<file path="src/design/newest_valid_record_scanner_assert.svh">
// ----------------------------------------------------------------------------
// Newest valid record scanner assertion macros
// Shared concurrent assertion forms used by the scanner modules.
// ----------------------------------------------------------------------------
`ifndef NEWEST_VALID_RECORD_SCANNER_ASSERT_SVH
`define NEWEST_VALID_RECORD_SCANNER_ASSERT_SVH

// Same-cycle implication, disabled while reset is high.
`define NVRS_ASSERT_SAME(label, clk, rst, ante, cons) \
   label: assert property (@(posedge clk) disable iff (rst) (ante) |-> (cons)) \
      else $error("nvrs: same-cycle check failed");

// Next-cycle implication, disabled while reset is high.
`define NVRS_ASSERT_NEXT(label, clk, rst, ante, cons) \
   label: assert property (@(posedge clk) disable iff (rst) (ante) |=> (cons)) \
      else $error("nvrs: next-cycle check failed");

`endif

</file>
<file path="src/design/nvrs_pkg.sv">
`timescale 1ns / 1ps
// ----------------------------------------------------------------------------
// nvrs_pkg
// Types, constants and the CRC step shared by the record scanner modules.
// ----------------------------------------------------------------------------
package nvrs_pkg;

   // Default configuration of the sector ring
   localparam int DEFAULT_SECTOR_COUNT = 512;
   localparam int DEFAULT_RECORD_BYTES = 84;

   // Field widths
   localparam int SECTOR_W = 9;
   localparam int POS_W    = 7;
   localparam int QUOT_W   = 9;
   localparam int CSR_W    = 32;

   // CRC-32, reflected
   localparam logic [31:0] CRC_POLY = 32'hEDB8_8320;
   localparam logic [31:0] CRC_INIT = 32'hFFFF_FFFF;

   // Byte position saturates here
   localparam logic [POS_W-1:0] POS_MAX = 7'd127;

   // Register reset values
   localparam logic [31:0] MAGIC_RESET   = 32'h534F_4C41;
   localparam logic [15:0] VERSION_RESET = 16'h000B;

   // Reciprocal scaling used for the sector wrap
   localparam int RECIP_SHIFT = 20;

   // Summary queue geometry
   localparam int QUEUE_DEPTH = 2;
   localparam int QUEUE_PTR_W = 1;
   localparam int QUEUE_CNT_W = 2;

   // Register indexes
   typedef enum logic {
      CSR_EXPECTED_MAGIC   = 1'b0,
      CSR_EXPECTED_VERSION = 1'b1
   } csr_index_type;

   // One finished record, handed from front to back
   typedef struct packed {
      logic                ok;
      logic                scan;
      logic [31:0]         sequence_num;
      logic [SECTOR_W-1:0] sector;
      logic [QUOT_W-1:0]   wrap_quot;
   } rec_summary_type;

   // One byte of reflected CRC-32
   function automatic logic [31:0] crc_byte(input logic [31:0] acc, input logic [7:0] b);
      logic [31:0] c;
      c = acc ^ {24'd0, b};
      for (int k = 0; k < 8; k++) begin
         if (c[0]) begin
            c = (c >> 1) ^ CRC_POLY;
         end else begin
            c = c >> 1;
         end
      end
      return c;
   endfunction

endpackage

</file>
<file path="src/design/nvrs_front.sv">
`timescale 1ns / 1ps
// ----------------------------------------------------------------------------
// nvrs_front
// Byte front end: CRC, header and check word capture, per-record verdict.
// ----------------------------------------------------------------------------
`include "newest_valid_record_scanner_assert.svh"

module nvrs_front #(
   parameter int SECTOR_COUNT = nvrs_pkg::DEFAULT_SECTOR_COUNT,
   parameter int RECORD_BYTES = nvrs_pkg::DEFAULT_RECORD_BYTES
) (
   input  logic                          clock,
   input  logic                          reset,
   input  logic                          req_valid,
   output logic                          req_ready,
   input  logic [7:0]                    req_data_byte,
   input  logic [nvrs_pkg::SECTOR_W-1:0] req_sector_number,
   input  logic                          req_record_end,
   input  logic                          req_read_failed,
   input  logic                          req_scan_start,
   input  logic [31:0]                   expected_magic,
   input  logic [15:0]                   expected_version,
   input  logic                          q_full,
   output logic                          q_push,
   output nvrs_pkg::rec_summary_type     q_entry
);

   localparam logic [nvrs_pkg::POS_W-1:0] CrcEndPos = nvrs_pkg::POS_W'(RECORD_BYTES - 4);
   localparam logic [nvrs_pkg::POS_W-1:0] EndPos    = nvrs_pkg::POS_W'(RECORD_BYTES);
   localparam logic [nvrs_pkg::POS_W-1:0] LastPos   = nvrs_pkg::POS_W'(RECORD_BYTES - 1);
   localparam int Recip = ((1 << nvrs_pkg::RECIP_SHIFT) + SECTOR_COUNT - 1) / SECTOR_COUNT;

   // Per-record state
   logic [31:0]                  crc_ff, crc_in;
   logic [nvrs_pkg::POS_W-1:0]   pos_ff, pos_in;
   logic [31:0]                  magic_ff, magic_in;
   logic [15:0]                  version_ff, version_in;
   logic [31:0]                  seq_ff, seq_in;
   logic [31:0]                  check_ff, check_in;
   logic                         err_ff, err_in;
   logic                         scan_pend_ff, scan_pend_in;

   logic                         accept;
   logic [31:0]                  crc_base;
   logic [nvrs_pkg::POS_W-1:0]   pos;
   logic [31:0]                  magic_base;
   logic [15:0]                  version_base;
   logic [31:0]                  seq_base;
   logic [31:0]                  check_base;
   logic                         err_base;
   logic [nvrs_pkg::POS_W-1:0]   seq_off;
   logic [nvrs_pkg::POS_W-1:0]   chk_off;
   logic                         rec_ok;
   logic [9:0]                   sector_sum;
   logic [29:0]                  quot_prod;

   assign req_ready = !q_full;
   assign accept    = req_valid && req_ready;

   // Scan start restarts the record in progress before this byte
   always_comb begin
      crc_base     = req_scan_start ? nvrs_pkg::CRC_INIT : crc_ff;
      pos          = req_scan_start ? '0 : pos_ff;
      magic_base   = req_scan_start ? '0 : magic_ff;
      version_base = req_scan_start ? '0 : version_ff;
      seq_base     = req_scan_start ? '0 : seq_ff;
      check_base   = req_scan_start ? '0 : check_ff;
      err_base     = req_scan_start ? 1'b0 : err_ff;
   end

   // Byte update: CRC, header lanes, check word lanes
   always_comb begin
      seq_off    = pos - 7'd6;
      chk_off    = pos - CrcEndPos;
      err_in     = err_base | req_read_failed;
      crc_in     = (pos < CrcEndPos) ? nvrs_pkg::crc_byte(crc_base, req_data_byte) : crc_base;
      magic_in   = magic_base;
      version_in = version_base;
      seq_in     = seq_base;
      check_in   = check_base;
      if (pos < 7'd4) begin
         magic_in[{pos[1:0], 3'b000} +: 8] = req_data_byte;
      end else if (pos < 7'd6) begin
         version_in[{pos[0], 3'b000} +: 8] = req_data_byte;
      end else if (pos < 7'd10) begin
         seq_in[{seq_off[1:0], 3'b000} +: 8] = req_data_byte;
      end
      if (pos >= CrcEndPos && pos < EndPos) begin
         check_in[{chk_off[1:0], 3'b000} +: 8] = req_data_byte;
      end
      pos_in       = (pos < nvrs_pkg::POS_MAX) ? pos + 7'd1 : pos;
      scan_pend_in = scan_pend_ff | req_scan_start;
   end

   // Record verdict and first half of the sector wrap
   always_comb begin
      rec_ok = !err_in && (pos == LastPos) && (magic_in == expected_magic) &&
               (version_in == expected_version) && (~crc_in == check_in);
      sector_sum = {1'b0, req_sector_number} + 10'd1;
      quot_prod  = 30'(sector_sum) * 30'(Recip);
      q_push                = accept && req_record_end;
      q_entry.ok            = rec_ok;
      q_entry.scan          = scan_pend_in;
      q_entry.sequence_num  = seq_in;
      q_entry.sector        = req_sector_number;
      q_entry.wrap_quot     = quot_prod[nvrs_pkg::RECIP_SHIFT +: nvrs_pkg::QUOT_W];
   end

   // State registers
   always_ff @(posedge clock) begin
      if (reset) begin
         crc_ff       <= nvrs_pkg::CRC_INIT;
         pos_ff       <= '0;
         magic_ff     <= '0;
         version_ff   <= '0;
         seq_ff       <= '0;
         check_ff     <= '0;
         err_ff       <= 1'b0;
         scan_pend_ff <= 1'b0;
      end else if (accept) begin
         if (req_record_end) begin
            crc_ff       <= nvrs_pkg::CRC_INIT;
            pos_ff       <= '0;
            magic_ff     <= '0;
            version_ff   <= '0;
            seq_ff       <= '0;
            check_ff     <= '0;
            err_ff       <= 1'b0;
            scan_pend_ff <= 1'b0;
         end else begin
            crc_ff       <= crc_in;
            pos_ff       <= pos_in;
            magic_ff     <= magic_in;
            version_ff   <= version_in;
            seq_ff       <= seq_in;
            check_ff     <= check_in;
            err_ff       <= err_in;
            scan_pend_ff <= scan_pend_in;
         end
      end
   end

   // A finished record leaves the front clean
   `NVRS_ASSERT_NEXT(a_front_clear, clock, reset, q_push, pos_ff == '0 && crc_ff == nvrs_pkg::CRC_INIT && !scan_pend_ff)

endmodule

</file>
<file path="src/design/nvrs_queue.sv">
`timescale 1ns / 1ps
// ----------------------------------------------------------------------------
// nvrs_queue
// Short queue of record summaries between front and back.
// ----------------------------------------------------------------------------
`include "newest_valid_record_scanner_assert.svh"

module nvrs_queue (
   input  logic                      clock,
   input  logic                      reset,
   input  logic                      push,
   input  nvrs_pkg::rec_summary_type push_entry,
   output logic                      full,
   input  logic                      pop,
   output logic                      valid,
   output nvrs_pkg::rec_summary_type head_entry
);

   nvrs_pkg::rec_summary_type           slot_ff [nvrs_pkg::QUEUE_DEPTH];
   logic [nvrs_pkg::QUEUE_PTR_W-1:0]    wr_ptr_ff;
   logic [nvrs_pkg::QUEUE_PTR_W-1:0]    rd_ptr_ff;
   logic [nvrs_pkg::QUEUE_CNT_W-1:0]    count_ff;

   assign full       = (count_ff == nvrs_pkg::QUEUE_CNT_W'(nvrs_pkg::QUEUE_DEPTH));
   assign valid      = (count_ff != '0);
   assign head_entry = slot_ff[rd_ptr_ff];

   // Storage
   always_ff @(posedge clock) begin
      if (push) begin
         slot_ff[wr_ptr_ff] <= push_entry;
      end
   end

   // Pointers and fill count
   always_ff @(posedge clock) begin
      if (reset) begin
         wr_ptr_ff <= '0;
         rd_ptr_ff <= '0;
         count_ff  <= '0;
      end else begin
         if (push) begin
            wr_ptr_ff <= wr_ptr_ff + 1'b1;
         end
         if (pop) begin
            rd_ptr_ff <= rd_ptr_ff + 1'b1;
         end
         if (push && !pop) begin
            count_ff <= count_ff + 1'b1;
         end else if (pop && !push) begin
            count_ff <= count_ff - 1'b1;
         end
      end
   end

   `NVRS_ASSERT_SAME(a_queue_no_overflow, clock, reset, push, !full || pop)
   `NVRS_ASSERT_SAME(a_queue_no_underflow, clock, reset, pop, valid)

endmodule

</file>
<file path="src/design/nvrs_back.sv">
`timescale 1ns / 1ps
// ----------------------------------------------------------------------------
// nvrs_back
// Back end: newest-record tracking, sector wrap and the result register.
// ----------------------------------------------------------------------------
`include "newest_valid_record_scanner_assert.svh"

module nvrs_back #(
   parameter int SECTOR_COUNT = nvrs_pkg::DEFAULT_SECTOR_COUNT
) (
   input  logic                          clock,
   input  logic                          reset,
   input  logic                          q_valid,
   input  nvrs_pkg::rec_summary_type     q_entry,
   output logic                          q_pop,
   output logic                          rsp_valid,
   input  logic                          rsp_ready,
   output logic                          rsp_record_ok,
   output logic [31:0]                   rsp_record_sequence,
   output logic                          rsp_any_found,
   output logic [nvrs_pkg::SECTOR_W-1:0] rsp_best_sector,
   output logic [31:0]                   rsp_best_sequence,
   output logic [nvrs_pkg::SECTOR_W-1:0] rsp_next_write_sector
);

   // Tracking state
   logic                          found_ff, found_in;
   logic [31:0]                   lead_seq_ff, lead_seq_in;
   logic [nvrs_pkg::SECTOR_W-1:0] best_sec_ff, best_sec_in;
   logic [nvrs_pkg::SECTOR_W-1:0] next_sec_ff, next_sec_in;

   // Result register
   logic                          rsp_valid_ff;
   logic                          rsp_ok_ff;
   logic [31:0]                   rsp_seq_ff;

   logic                          base_found;
   logic [31:0]                   base_seq;
   logic [nvrs_pkg::SECTOR_W-1:0] base_sec;
   logic [nvrs_pkg::SECTOR_W-1:0] base_next;
   logic [31:0]                   seq_diff;
   logic                          newer;
   logic                          take;
   logic [25:0]                   wrap_prod;
   logic [25:0]                   wrap_rem;

   assign q_pop = q_valid && (!rsp_valid_ff || rsp_ready);

   // Compare against the newest so far; scan start clears it first
   always_comb begin
      base_found  = q_entry.scan ? 1'b0 : found_ff;
      base_seq    = q_entry.scan ? '0 : lead_seq_ff;
      base_sec    = q_entry.scan ? '0 : best_sec_ff;
      base_next   = q_entry.scan ? nvrs_pkg::SECTOR_W'(1) : next_sec_ff;
      seq_diff    = q_entry.sequence_num - base_seq;
      newer       = (seq_diff != '0) && !seq_diff[31];
      take        = q_entry.ok && (!base_found || newer);
      wrap_prod   = 26'(q_entry.wrap_quot) * 26'(SECTOR_COUNT);
      wrap_rem    = 26'({1'b0, q_entry.sector}) + 26'd1 - wrap_prod;
      found_in    = base_found | take;
      lead_seq_in = take ? q_entry.sequence_num : base_seq;
      best_sec_in = take ? q_entry.sector : base_sec;
      next_sec_in = take ? wrap_rem[nvrs_pkg::SECTOR_W-1:0] : base_next;
   end

   // Tracking registers
   always_ff @(posedge clock) begin
      if (reset) begin
         found_ff    <= 1'b0;
         lead_seq_ff <= '0;
         best_sec_ff <= '0;
         next_sec_ff <= nvrs_pkg::SECTOR_W'(1);
      end else if (q_pop) begin
         found_ff    <= found_in;
         lead_seq_ff <= lead_seq_in;
         best_sec_ff <= best_sec_in;
         next_sec_ff <= next_sec_in;
      end
   end

   // Result valid
   always_ff @(posedge clock) begin
      if (reset) begin
         rsp_valid_ff <= 1'b0;
      end else if (q_pop) begin
         rsp_valid_ff <= 1'b1;
      end else if (rsp_ready) begin
         rsp_valid_ff <= 1'b0;
      end
   end

   // Result payload
   always_ff @(posedge clock) begin
      if (q_pop) begin
         rsp_ok_ff  <= q_entry.ok;
         rsp_seq_ff <= q_entry.sequence_num;
      end
   end

   assign rsp_valid             = rsp_valid_ff;
   assign rsp_record_ok         = rsp_ok_ff;
   assign rsp_record_sequence   = rsp_seq_ff;
   assign rsp_any_found         = found_ff;
   assign rsp_best_sector       = best_sec_ff;
   assign rsp_best_sequence     = lead_seq_ff;
   assign rsp_next_write_sector = next_sec_ff;

   `NVRS_ASSERT_SAME(a_ok_means_found, clock, reset, rsp_valid_ff && rsp_ok_ff, found_ff)
   `NVRS_ASSERT_NEXT(a_scan_clears, clock, reset, q_pop && q_entry.scan && !q_entry.ok, !found_ff && best_sec_ff == '0)

endmodule

</file>
<file path="src/design/newest_valid_record_scanner.sv">
`timescale 1ns / 1ps
// Throughput: one record byte per cycle while the summary queue is not full.
// Result path: a record's verdict enters the summary queue as its final byte is
//   accepted; the newest-record compare runs as it is popped into the result register.
// Reset: synchronous, active high; clears the record in progress, newest tracking,
//   the summary queue and the result valid flag, and loads the register defaults.
// ----------------------------------------------------------------------------
// newest_valid_record_scanner
// Checks CRC-32 framed records per sector and tracks the newest valid one.
// ----------------------------------------------------------------------------

module newest_valid_record_scanner #(
   parameter int SECTOR_COUNT = nvrs_pkg::DEFAULT_SECTOR_COUNT,
   parameter int RECORD_BYTES = nvrs_pkg::DEFAULT_RECORD_BYTES
) (
   input  logic                          clock,
   input  logic                          reset,
   // Byte stream
   input  logic                          req_valid,
   output logic                          req_ready,
   input  logic [7:0]                    req_data_byte,
   input  logic [nvrs_pkg::SECTOR_W-1:0] req_sector_number,
   input  logic                          req_record_end,
   input  logic                          req_read_failed,
   input  logic                          req_scan_start,
   // Record results
   output logic                          rsp_valid,
   input  logic                          rsp_ready,
   output logic                          rsp_record_ok,
   output logic [31:0]                   rsp_record_sequence,
   output logic                          rsp_any_found,
   output logic [nvrs_pkg::SECTOR_W-1:0] rsp_best_sector,
   output logic [31:0]                   rsp_best_sequence,
   output logic [nvrs_pkg::SECTOR_W-1:0] rsp_next_write_sector,
   // Register writes
   input  logic                          csr_write_enable,
   input  logic                          csr_index,
   input  logic [nvrs_pkg::CSR_W-1:0]    csr_write_data
);

   logic [31:0]               magic_ff;
   logic [15:0]               version_ff;
   logic                      q_full;
   logic                      q_push;
   logic                      q_pop;
   logic                      q_valid;
   nvrs_pkg::rec_summary_type push_entry;
   nvrs_pkg::rec_summary_type head_entry;

   // Configuration registers
   always_ff @(posedge clock) begin
      if (reset) begin
         magic_ff   <= nvrs_pkg::MAGIC_RESET;
         version_ff <= nvrs_pkg::VERSION_RESET;
      end else if (csr_write_enable) begin
         case (nvrs_pkg::csr_index_type'(csr_index))
            nvrs_pkg::CSR_EXPECTED_MAGIC: begin
               magic_ff <= csr_write_data;
            end
            nvrs_pkg::CSR_EXPECTED_VERSION: begin
               version_ff <= csr_write_data[15:0];
            end
            default: begin
               magic_ff <= magic_ff;
            end
         endcase
      end
   end

   nvrs_front #(
      .SECTOR_COUNT (SECTOR_COUNT),
      .RECORD_BYTES (RECORD_BYTES)
   ) u_front (
      .clock             (clock),
      .reset             (reset),
      .req_valid         (req_valid),
      .req_ready         (req_ready),
      .req_data_byte     (req_data_byte),
      .req_sector_number (req_sector_number),
      .req_record_end    (req_record_end),
      .req_read_failed   (req_read_failed),
      .req_scan_start    (req_scan_start),
      .expected_magic    (magic_ff),
      .expected_version  (version_ff),
      .q_full            (q_full),
      .q_push            (q_push),
      .q_entry           (push_entry)
   );

   nvrs_queue u_queue (
      .clock      (clock),
      .reset      (reset),
      .push       (q_push),
      .push_entry (push_entry),
      .full       (q_full),
      .pop        (q_pop),
      .valid      (q_valid),
      .head_entry (head_entry)
   );

   nvrs_back #(
      .SECTOR_COUNT (SECTOR_COUNT)
   ) u_back (
      .clock                 (clock),
      .reset                 (reset),
      .q_valid               (q_valid),
      .q_entry               (head_entry),
      .q_pop                 (q_pop),
      .rsp_valid             (rsp_valid),
      .rsp_ready             (rsp_ready),
      .rsp_record_ok         (rsp_record_ok),
      .rsp_record_sequence   (rsp_record_sequence),
      .rsp_any_found         (rsp_any_found),
      .rsp_best_sector       (rsp_best_sector),
      .rsp_best_sequence     (rsp_best_sequence),
      .rsp_next_write_sector (rsp_next_write_sector)
   );

endmodule

</file>
<file path="config.mk">
export PLATFORM = sky130hd
export DESIGN_NAME = newest_valid_record_scanner
export DESIGN_NICKNAME = d
export VERILOG_FILES = /design/src/design/nvrs_pkg.sv /design/src/design/nvrs_front.sv /design/src/design/nvrs_queue.sv /design/src/design/nvrs_back.sv /design/src/design/newest_valid_record_scanner.sv
export VERILOG_INCLUDE_DIRS = /design/src /design/src/design
export SDC_FILE = /design/constraint.sdc
export NUM_CORES = 1
export LEC_CHECK = 0
export ABC_AREA = 0
export BUFFER_PORTS_ARGS = -buffer_cell sky130_fd_sc_hd__buf_4
export CAP_MARGIN = 20
export CORE_UTILIZATION = 49
export DETAILED_ROUTE_END_ITERATION = 6
export PLACE_DENSITY = 0.67
export SETUP_SLACK_MARGIN = 0.1
export SLEW_MARGIN = 20
export SYNTH_ARGS = -nofsm -noshare
export SYNTH_HDL_FRONTEND = slang
export SYNTH_SLANG_ARGS = --single-unit
</file>
<file path="constraint.sdc">
create_clock -name clock -period 14.7 [get_ports clock]
set_clock_uncertainty 0.05 [all_clocks]
set_input_delay 1.47 -clock clock [delete_from_list [all_inputs] [get_ports clock]]
set_output_delay 1.47 -clock clock [all_outputs]
set_load 0.02 [all_outputs]
</file>
; Yosys cells after proc, flatten, opt, wreduce, memory -nomap -nowiden
; Memories as Yosys holds them, arrays and structs flattened. A register that Yosys moved wholly into a read port is not among the register bits.
; Cells that the tools add are included.
[word_totals]
word_cells = 150
ff_bits = 290
n_memories = 1
in_bits = 58
mem_bits_rw = 88
out_inout_bits = 86
[mem_list]
columns = name, depth, word_bits, read_ports, rd_clocked_by_memory_dff, write_ports, line_no
row1 = u_queue.slot_ff, 2, 44, 1, 1, 1, nvrs_queue.sv:19  ; nvrs_pkg::rec_summary_type slot_ff [nvrs_pkg::QUEUE_DEPTH];
[classes]
eq_ne = 5
n_shift = 8
n_bitwise = 14
reduce_logical = 29
n_lt_le_gt_ge = 7
n_addsub = 15
muxes = 51
[op_table]
columns = cell, n
row1 = $mux W32, 24
row2 = $not A13 Y14, 8
row3 = $bwmux W32, 3
row4 = $shift A8 B7 Y32 const A, 3
row5 = $shiftx A8 B7 Y32, 3
row6 = $eq A32 B32 Y1, 2
row7 = $mux W16, 4
row8 = $mux W9, 4
row9 = $not A32 Y32, 1
row10 = $reduce_bool A32 Y1, 1
row11 = $sub A32 B32 Y32, 1
row12 = $xor A32 B8 Y32, 1
row13 = $lt A7 B7 Y1 const B, 3
row14 = $mux W7, 3
row15 = $neg A5 Y7, 3
row16 = $bwmux W16, 1
row17 = $eq A16 B16 Y1, 1
row18 = $shift A8 B6 Y16 const A, 1
row19 = $shiftx A8 B6 Y16, 1
row20 = $lt A7 B3 Y1 const B, 2
row21 = $logic_and A1 B1 Y1, 12
row22 = $add A9 B1 Y10 const B, 1
row23 = $mux W1, 10
row24 = $add A9 B1 Y9 const B, 1
row25 = 18 further kinds, 35

; Longest topological paths before layout
; Gate-level depths: netlist (run 1).
[depth]
word_depth = 22
mapped_depth = 23
depth_no_buf = 14

; Hierarchy
; Synthesis (run 1) repeated with hierarchy kept, for this count alone.
[hier_totals]
cells_unflattened = 2349
area_unflattened_um2 = 22202.5
[modules_own_cells]
columns = mod, cells_each, area_per_inst_um2, instances
row1 = nvrs_front, 1343, 10457.5, 1
row2 = nvrs_back, 622, 5718.0, 1
row3 = nvrs_queue, 184, 3980.1, 1
row4 = newest_valid_record_scanner, 200, 2047.0, 1

; Worst setup path before layout (run 1)
; Ideal clock, no wire load.
[synth_path]
kind = input-to-reg
start = input req_scan_start
end = memory u_queue.slot_ff[0][43] (netlist bit) (data pin)
setup_time_ps = 137
path_stages = 22
required_time_ps = 14513
setup_slack_ps = 8492
arrival_time_ps = 6021
path_cell_list = buf_2 buf_2 buf_2 buf_2 buf_2 buf_2 clkbuf_1 clkbuf_1 clkbuf_1 nor2b_1 inv_1 ha_1 or3b_2 o21ai_2 mux2i_1 xor2_1 nor4_1 nand2_1 a2111oi_0 nand4_1 nor4_1 and3_1
[synth_lines]
columns = element, line_no
row1 = from (decl), newest_valid_record_scanner.sv:25  ; input logic req_scan_start,
row2 = to (decl), nvrs_queue.sv:19

==> results of run 1 <==
-- tightest hold or removal path, stage by stage (launching register included) --
cell and delay, ns:
dfxtp_1 0.31, nand2_1 0.05, mux2i_1 0.05
-- metrics by stage --
| step | total power [mW] | worst slack [ns] | utilization [%] | std cells | area, um^2 |
|---|---|---|---|---|---|
| finish | 3.75 | 9.13 | 56.4 | 2905 | 23200 |
| global placement | 2.67 | 8.95 | 52.9 | 2826 | 21800 |
| CTS | 3.75 | 9.12 | 56.4 | 2904 | 23200 |
| global route | 3.93 | 8.83 | 56.4 | 2905 | 23200 |
| floorplan | 2.26 | 8.49 | - | 2306 | 20500 |
| detailed placement | 2.67 | 8.91 | 52.9 | 2826 | 21800 |
-- routing by layer --
layer	track usage [%]	routed length, um	vias to the layer above
li1	-	-	8338
met1	38.0	26300	8539
met2	47.6	29100	708
met3	3.56	3820	168
met4	13.7	2880	0
met5	0	0	-
-- area by class of cell --
| cell class | instances | area [um^2] |
|---|---|---|
| fill | 3728 | 17900 |
| multi-input combinational | 1729 | 11100 |
| sequential | 377 | 8740 |
| timing repair buffer | 160 | 1220 |
| clock buffer | 61 | 1210 |
| tap | 532 | 666 |
| clock inverter | 17 | 184 |
| inverter | 29 | 109 |
-- synth_stat cells (36+ instances only) --
library cell,instances
nand2_1,330
dfxtp_1,258
nor2_1,231
clkbuf_1,138
a21oi_1,121
edfxtp_1,119
a22oi_1,103
o21ai_0,91
xnor2_1,84
mux2i_1,82
nand3_1,62
nand2b_1,54
xor2_1,52
ha_1,40
o211ai_1,36
-- power groups by stage --
stage          clock network [mW]  registers, mW  logic (mW)
6_report                     1.07           1.30        1.38
5_1_grt                      1.12           1.32        1.49
4_1_cts                      1.09           1.30        1.36
3_5_place_dp                    0           1.32        1.35
3_3_place_gp                    0           1.32        1.35
2_1_floorplan                   0           1.38       0.878
-- layout by cell type, fill, tap and decap left out, drive strengths merged, types with 12 or more instances in the layout --
| master | netlist | routed |
|---|---|---|
| o22ai | 12 | 12 |
| nand4 | 19 | 19 |
| mux2i | 82 | 82 |
| o21ai | 100 | 100 |
| xnor2 | 90 | 90 |
| nor4 | 22 | 22 |
| and3 | 12 | 12 |
| nand2b | 54 | 54 |
| nor2b | 16 | 16 |
| dfxtp | 258 | 258 |
| a22o | 33 | 33 |
| edfxtp | 119 | 119 |
| a21o | 18 | 18 |
| clkbuf | 139 | 61 |
| a31oi | 21 | 21 |
| or2 | 17 | 17 |
| a211oi | 16 | 16 |
| nor3 | 29 | 29 |
| o211ai | 36 | 36 |
| xor2 | 53 | 53 |
| a22oi | 103 | 103 |
| and2 | 12 | 12 |
| mux2 | 32 | 32 |
| nor2 | 233 | 233 |
| nand3 | 62 | 62 |
| a21oi | 122 | 122 |
| nand3b | 19 | 19 |
| ha | 40 | 40 |
| inv | 29 | 32 |
| nand2 | 330 | 330 |
| buf | 32 | 160 |
-- path summary, 6_finish.rpt --
kind	from	cells past startpoint	endpoint	slack (ns)
setup / recovery	flip-flop	16	u_back.rsp_next_write_sector[4]	9.13
setup reg to reg	flip-flop	16	u_back.rsp_next_write_sector[4]	9.13
hold / removal	u_back.rsp_best_sector[2]	2	u_back.rsp_best_sector[2]	0.41
hold reg to reg	u_back.rsp_best_sector[2]	2	u_back.rsp_best_sector[2]	0.41
-- registers in the layout, summed over array words and instances (netlist names), named ones only --
name                          count
u_back.rsp_record_ok              1
u_front.version_ff               16
magic_ff                         32
u_queue.wr_ptr_ff                 1
u_back.rsp_valid                  1
u_back.rsp_best_sector            9
u_front.crc_ff                   32
u_back.rsp_best_sequence         32
u_front.pos_ff                    7
u_queue.rd_ptr_ff                 1
u_back.rsp_record_sequence       32
u_queue.slot_ff                  86
u_back.rsp_next_write_sector      9
u_queue.count_ff                  2
u_front.magic_ff                 32
u_front.check_ff                 32
u_front.scan_pend_ff              1
u_front.seq_ff                   32
u_back.rsp_any_found              1
u_front.err_ff                    1
version_ff                       16
-- cell families (layout without fill, tap and decap cells) --
kind of cell / count (synthesis) / after routing / share of synthesized area (%)
simple gates: 867 / 867 / 19.7
fa+ha+maj: 41 / 41 / 2.53
compound gates: 554 / 554 / 18.1
xor+xnor: 153 / 153 / 7.47
mux: 114 / 114 / 5.75
flops: 377 / 377 / 42.5
buf+inv: 200 / 267 / 3.95
==> run summary, run 1 <==
Status - complete, but fails checks
Violated checks - design-rule violations
Die Wd - 207 um
Area leader, netlist - dfxtp_1
Area contributors post-synth - dfxtp_1 25%, edfxtp_1 17%, nand2_1 6.0%
Synthesized Nets - 2405
Synth warn - 0
Crit path cell chain - buf_4, mux2i_4, buf_4, nand2_1, ha_1, and2_1, a221oi_1, a21oi_1, o21ai_1, a21oi_1, o21a_1, o21ai_0, or3b_1, nor2_4, buf_4, mux2i_1
Max-Cap Viols - 0
Die ar. - 42700 um^2
CP Max Fanout - 50
Synth-to-Final Area Change - 13.0%
WL final - 62100 um
Comb power frac - 36.7%
Power per Cell Area - 162 nW/um^2
DR vias - 17800
Hold buffer count at CTS - 0
Final nets - 2438
Post-synthesis cell type count - 87
Delay-heaviest family, CP - compound AO/OA/AOI/OAI gates
N_diodes - 0
Worst path bufs/invs - 3
Highest clock rate - 180 MHz
Worst slew pin tran - 1.16 ns
Via-to-Cell Ratio - 6.11
Number of global-route vias before repair - 16500
Post-CTS Setup Inserts - 0
Layout cells sized above 1 - 13.1%
Worst Hold Slack - 0.408 ns
CORE AREA - 41100 um^2
GP Congestion - 0.988
NetSw - 1.37 mW
Synth async-reset ratio - 0%
Worst hold path class - flip-flop to flip-flop
Initial antenna violation count - 0
WS Path Type - flip-flop to flip-flop
Peak supply drop - 0.0000714 V
Clk slew on worst S/H paths - 0.06 ns
Initial DRC Count - 1722
HPWL Detailed - 43100 um
DRT Pass-1 Iters - 7
Critical Path Start Type - flip-flop
Synthesized cell area - 20500 um^2
Skew-Pair Late Insertion Delay - 0.57 ns
CTS tree - built
Residual DRC - 12
Site Rows - 74
Post-synth top area share - 25.1%
Seq/Total Area, Yosys - 42.5%
Max incr delay on CP - 0.67 ns
Top Ports - 144
Fin Setup TNS - 0 ns
Port Buffers - 143
H-tree levels - 2
Hold Violations, Final - 0
Tmin final - 5.57 ns
Clk pwr share - 28.5%
Final Cycle Share - 37.9%
Final count of pins violating max slew - 0
Pleak - 8.41 nW
GRT Util Overall - 29.0%
Starting density of the core - 50.0%
Num CTS Buffers - 42
Die height - 207 um
Int Pwr - 2.38 mW
Pin count of the biggest net entering global routing - 88
Critical Path RT - 15.13 ns
Sw Share - 36.6%
Synth Register Bits - 377
Sink Count - 377
CP Capture Type - flip-flop
Sequential power share - 34.7%
Arr. time, crit path - 6.00 ns
DRT antenna net count - 0
CP dominant cell by count - buf_4
RSZ-0062 raised after global routing - no
Post-synth EDFFs - 119
Setup violators final - 0
First-pass GRT wire length - 95800 um
Root Buffer - clkbuf_16
Slew HR - 22.4%
Avg WL per Cell - 21.4 um
GRT overflow - 0
Mean Syn Cell Area - 8.91 um^2
Slowest-stage cell, CP - buf_4
Resize count post-CTS - 0
Post-Syn Instances - 2306
Synth Flop Type - dfxtp_1
Maximum clock path buffer count - 3
Note: power is estimated with default switching activity, not from simulation.
==> inputs of run 2 (changes only) <==
==> constraint.sdc (replaced) <==
create_clock -name clock -period 5.8 [get_ports clock]
set_clock_uncertainty 0.05 [all_clocks]
set_input_delay 0.58 -clock clock [delete_from_list [all_inputs] [get_ports clock]]
set_output_delay 0.58 -clock clock [all_outputs]
set_load 0.02 [all_outputs]
==> run 2 against run 1 <==
  * The run still ends with design-rule violations left
  * Count of clock-buffer cells in the layout is 4 higher
  * Highest routed layer unchanged
  * Largest power group unchanged
  * Clock power grew to 2.5 times the previous value
  * Combinational power grew to 2.6 times the previous value
  * Core utilization is 0.30 points higher
  * Global-route usage is 0.31 points higher
  * Cell area is 0.53% higher
==> run summary, run 2 (synthesis gave the netlist of run 1 again) <==
Critical Path Sink - u_back.rsp_best_sequence[22]
Critical Path Start Type - flip-flop
Post-CTS Setup Inserts - 0
Clk slew on worst S/H paths - 0.06 ns
Starting density of the core - 50.0%
GRT overflow - 0
Resize count post-CTS - 0
Total design power - 9.56 mW
Site Rows - 74
Root Buffer - clkbuf_16
GP Congestion - 0.993
Slew HR - 29.7%
Die height - 207 um
Synth-to-Final Area Change - 13.5%
Worst slew pin tran - 1.05 ns
Sink Count - 377
Reg-to-reg endpoint - u_back.rsp_best_sequence[22]
DRT Pass-1 Iters - 7
Fin Setup TNS - 0 ns
Hold buffer count at CTS - 0
Most common cell after layout, fill and taps aside - nand2_1
Violated checks - design-rule violations
Pleak - 8.52 nW
Crit path cell chain - buf_4, mux2_2, ha_1, and2_1, a221oi_1, a21oi_1, o21ai_1, a21oi_1, o21a_1, o21ai_0, or3b_1, nor2_4, buf_12, mux2i_1
Worst Hold Slack - 0.161 ns
Number of global-route vias before repair - 16600
First-pass GRT wire length - 96300 um
Path depth of the worst reg2reg path - 14
Critical Path RT - 6.23 ns
Max incr delay on CP - 0.54 ns
Filler cells - 3727
Tmin final - 5.23 ns
CORE AREA - 41100 um^2
Final nets - 2456
Slowest-stage cell, CP - buf_4
Power per Cell Area - 410 nW/um^2
Highest clock rate - 191 MHz
Via-to-Cell Ratio - 6.04
Final count of pins violating max slew - 0
Skew-Pair Late Insertion Delay - 0.57 ns
H-tree levels - 2
Port Buffers - 143
Status - complete, but fails checks
GRT Util Overall - 29.3%
Multi-input gate area - 11100 um^2
CP Capture Type - flip-flop
CTS tree - built
Initial antenna violation count - 0
Top Ports - 144
Layout cells sized above 1 - 13.6%
Worst hold path class - primary input to flip-flop
Die Wd - 207 um
Max-Cap Viols - 0
DRT antenna net count - 0
Peak supply drop - 0.000199 V
Setup violators final - 0
Maximum clock path buffer count - 3
Hold Violations, Final - 0
Crit path depth - 14
Worst path bufs/invs - 2
Reg with most FFs - u_queue.slot_ff
CP Max Fanout - 42
Final Cycle Share - 90.2%
CP dominant cell by count - a21oi_1
Num CTS Buffers - 42
Delay-heaviest family, CP - compound AO/OA/AOI/OAI gates
Initial DRC Count - 1718
Max reg flops - 86
Die ar. - 42700 um^2
Arr. time, crit path - 5.66 ns
Reg2reg setup slack - 0.57 ns
Most frequent cells in the layout - 329 x nand2_1, 257 x dfxtp_1, 226 x nor2_1
Pin count of the biggest net entering global routing - 88
Register cell area after layout - 8740 um^2
Worst hold path startpoint - req_sector_number[0]
Avg WL per Cell - 21.7 um
HPWL Detailed - 45000 um
DR vias - 17600
RSZ-0062 raised after global routing - no
Residual DRC - 12
WL final - 63200 um
WS Path Type - flip-flop to flip-flop
N_diodes - 0
run 2: cell types whose count changed in the layout (fill, tap and decap cells not counted), sizes merged:
cell,before,now
buf,160,177
clkbuf,61,65
clkinv,9,5
clkinvlp,2,0
inv,32,30
nor2,233,234
run 2: how the worst min path moves through the flow:
stage,cells past startpoint,slack (ns),endpoint
detailed placement,2,0.40,u_front.magic_ff[5]
CTS,1,0.14,u_queue.slot_ff[0][1]
finish,1,0.16,u_queue.slot_ff[0][1]
global placement,2,0.39,u_front.magic_ff[5]
global route,1,0.15,u_queue.slot_ff[0][1]
floorplan,2,0.38,u_front.magic_ff[5]
run 2: cell type report:
class / count / area share (%)
Clock buffer: 65 / 5.36
Clock inverter: 9 / 0.547
Inverter: 29 / 0.467
Multi-Input combinational cell: 1730 / 47.5
Sequential cell: 377 / 37.5
Tap cell: 532 / 2.85
Timing Repair Buffer: 177 / 5.82
run 2: layer usage:
layer / vias up / global-route usage, % / wire length [um]
met2: 620 / 48.2 / 29700
met1: 8482 / 38.7 / 27200
met4: 0 / 12.7 / 2780
met5: - / 0 / 0
met3: 150 / 3.81 / 3580
li1: 8374 / - / -
run 2: power by group:
| group | internal, mW | switching, mW | leakage [nW] |
|---|---|---|---|
| Clock | 1.61 | 1.10 | 0.676 |
| Combinational | 1.35 | 2.20 | 4.63 |
| Sequential | 3.08 | 0.215 | 3.21 |
| Total | 6.05 | 3.51 | 8.52 |
run 2: worst register-to-register path, cell delays in order, from the launching register on:
cell,delay [ns]
dfxtp_2,0.36
buf_4,0.54
mux2_2,0.46
ha_1,0.36
and2_1,0.19
a221oi_1,0.49
a21oi_1,0.23
o21ai_1,0.44
a21oi_1,0.19
o21a_1,0.22
o21ai_0,0.13
or3b_1,0.48
nor2_4,0.48
buf_12,0.29
mux2i_1,0.27
run 2: stage by stage:
step	area (um^2)	utilization (%)	cells	worst slack (ns)
after floorplan	20500	-	2306	0.482
after global placement	21900	53.3	2843	0.397
after detailed placement	21900	53.3	2843	0.324
after CTS	23300	56.6	2917	0.315
after global routing	23300	56.7	2919	0.246
final	23300	56.7	2919	0.567
==> inputs of run 3 (changes only) <==
--- a/config.mk
+++ b/config.mk
@@ -11,6 +11,7 @@
 export CAP_MARGIN = 20
 export CORE_UTILIZATION = 49
 export DETAILED_ROUTE_END_ITERATION = 6
+export GPL_TIMING_DRIVEN = 0
 export PLACE_DENSITY = 0.67
 export SETUP_SLACK_MARGIN = 0.1
 export SLEW_MARGIN = 20
==> run 3 against run 2 <==
  * The run still ends with design-rule violations left
  * Clock power is 3% lower
  * Count of clock-buffer cells in the layout shrank 1
  * Register-to-register slack got worse by 0.35 ns
  * Cell area up 2.4%
  * First-iteration DRC count grew 1.1%
  * Non-clock buffer count increased by 137
  * Hold slack worse by 0.022 ns
==> run summary, run 3 (synthesis gave the netlist of run 1 again) <==
Synth-to-Final Area Change - 16.3%
CP dominant cell by count - buf_4
Setup violators final - 0
Pin count of the biggest net entering global routing - 36
Register cell area after layout - 8740 um^2
Filler cells - 3753
Max reg flops - 86
Skew-Pair Late Insertion Delay - 0.58 ns
Multi-input gate area - 11100 um^2
Violated checks - design-rule violations
Tmin final - 5.71 ns
Starting density of the core - 50.0%
Pleak - 8.69 nW
Int Pwr - 5.96 mW
Sink Count - 377
Maximum clock path buffer count - 3
Reg2reg setup slack - 0.22 ns
Max incr delay on CP - 0.53 ns
Hold Violations, Final - 0
Layout Utilization - 58.1%
Root Buffer - clkbuf_16
Max-Cap Viols - 0
Hold Path Stages - 1
Delay-heaviest family, CP - buffers and inverters
Final count of pins violating max slew - 0
Avg WL per Cell - 23.8 um
WS Path Type - primary input to flip-flop
Num CTS Buffers - 42
CORE AREA - 41100 um^2
Reg-to-reg endpoint - u_back.rsp_best_sector[0]
Slew HR - 21.7%
Number of global-route vias before repair - 17700
HPWL Detailed - 55000 um
Crit path cell chain - buf_2, buf_4, buf_4, buf_6, buf_4, buf_4, clkbuf_8, buf_4, clkbuf_8, nor2b_2, inv_1, ha_2, or3b_2, o21ai_4, buf_12, mux2i_4, xor2_1, nor4_1, nand2_1, a2111oi_0, nand4_1, nor4_1, and3_2
Initial antenna violation count - 0
Clk pwr share - 27.4%
GRT Util Overall - 33.7%
Final Cycle Share - 98.5%
DRT antenna net count - 0
CP Capture Type - flip-flop
Most frequent cells in the layout - 330 x nand2_1, 258 x dfxtp_1, 228 x nor2_1
Worst path bufs/invs - 11
Initial DRC Count - 1737
Peak supply drop - 0.000254 V
Setup WS pre-CTS - -2.78 ns
Highest clock rate - 175 MHz
CP Max Fanout - 10
Worst hold path startpoint - req_sector_number[1]
Arr. time, crit path - 6.08 ns
Slack of the critical path - 0.0891 ns
N_diodes - 0
RSZ-0062 raised after global routing - no
Comb power frac - 38.5%
GRT overflow - 0
Die height - 207 um
Hold buffer count at CTS - 0
Sequential power share - 34.1%
Top Ports - 144
Non-Filler Instances - 3059
Clk slew on worst S/H paths - 0.06 ns
Total design power - 9.64 mW
Via-to-Cell Ratio - 6.13
Crit path depth - 23
Port Buffers - 140
GP Congestion - 0.966
Status - complete, but fails checks
NetSw - 3.68 mW
Site Rows - 74
Slowest-stage cell, CP - or3b_2
Critical Path Start Type - primary input
DR vias - 18800
Worst slew pin tran - 1.17 ns
Residual DRC - 12
Power per Cell Area - 404 nW/um^2
Hold worst-path end - u_queue.slot_ff[0][2]
Die Wd - 207 um
WL final - 72800 um
Layout cells sized above 1 - 13.7%
First-pass GRT wire length - 107000 um
Most common cell after layout, fill and taps aside - nand2_1
Path depth of the worst reg2reg path - 17
DRT Pass-1 Iters - 7
Die ar. - 42700 um^2
Final nets - 2592
Critical Path RT - 6.17 ns
Worst hold path class - primary input to flip-flop
Inst Count DP - 2980
Reg with most FFs - u_queue.slot_ff
CTS tree - built
Sw Share - 38.2%
H-tree levels - 2
run 3: worst max-delay path by stage:
stage                                           end           start  slack (ns)
after detailed placement     u_queue.slot_ff[1][43]  req_scan_start       -2.78
after floorplan              u_queue.slot_ff[0][43]  req_scan_start        0.48
final                        u_queue.slot_ff[1][43]  req_scan_start        0.09
after global placement       u_queue.slot_ff[0][43]  req_scan_start       -2.88
after CTS                    u_queue.slot_ff[1][43]  req_scan_start        0.11
after global routing      u_back.rsp_best_sector[0]       flip-flop        0.11
run 3: stage by stage:
step                instance area [um^2]  TNS (ns)  hold WS (ns)
finish                             23900         0         0.139
global route                       23900         0         0.119
CTS                                23800         0         0.114
detailed placement                 22300   -164.84         0.391
global placement                   22300   -178.86         0.392
floorplan                          20500         0         0.382
run 3: what timing repair did:
action	in CTS	in global routing
pin swaps	2	3
endpoints found under the setup margin	200	52
gates cloned	0	0
gates resized for setup	41	22
setup buffers	1	1
run 3: power groups by stage:
stage | clock network, mW | registers [mW] | logic [mW]
final | 2.64 | 3.29 | 3.71
after detailed placement | 0 | 3.34 | 3.61
after global placement | 0 | 3.33 | 3.58
after global routing | 2.77 | 3.32 | 3.96
after CTS | 2.66 | 3.29 | 3.65
after floorplan | 0 | 3.50 | 2.22
run 3: final cells by class:
class | instances | area share (%)
plain buffers | 170 | 3.17
clock buffers | 64 | 5.21
clock inverters | 14 | 0.482
inverters | 29 | 0.456
multi-input cells | 1729 | 46.5
flip-flops and latches | 377 | 36.6
well taps | 532 | 2.79
repair buffers | 144 | 4.75
run 3: metal layers:
metal,share of wire [%],GRT usage (%),up-vias
met4,6.2,20.7,0
met2,47,55.0,856
met5,0,0,-
met1,40,42.3,9036
met3,7.2,4.54,220
li1,-,-,8652
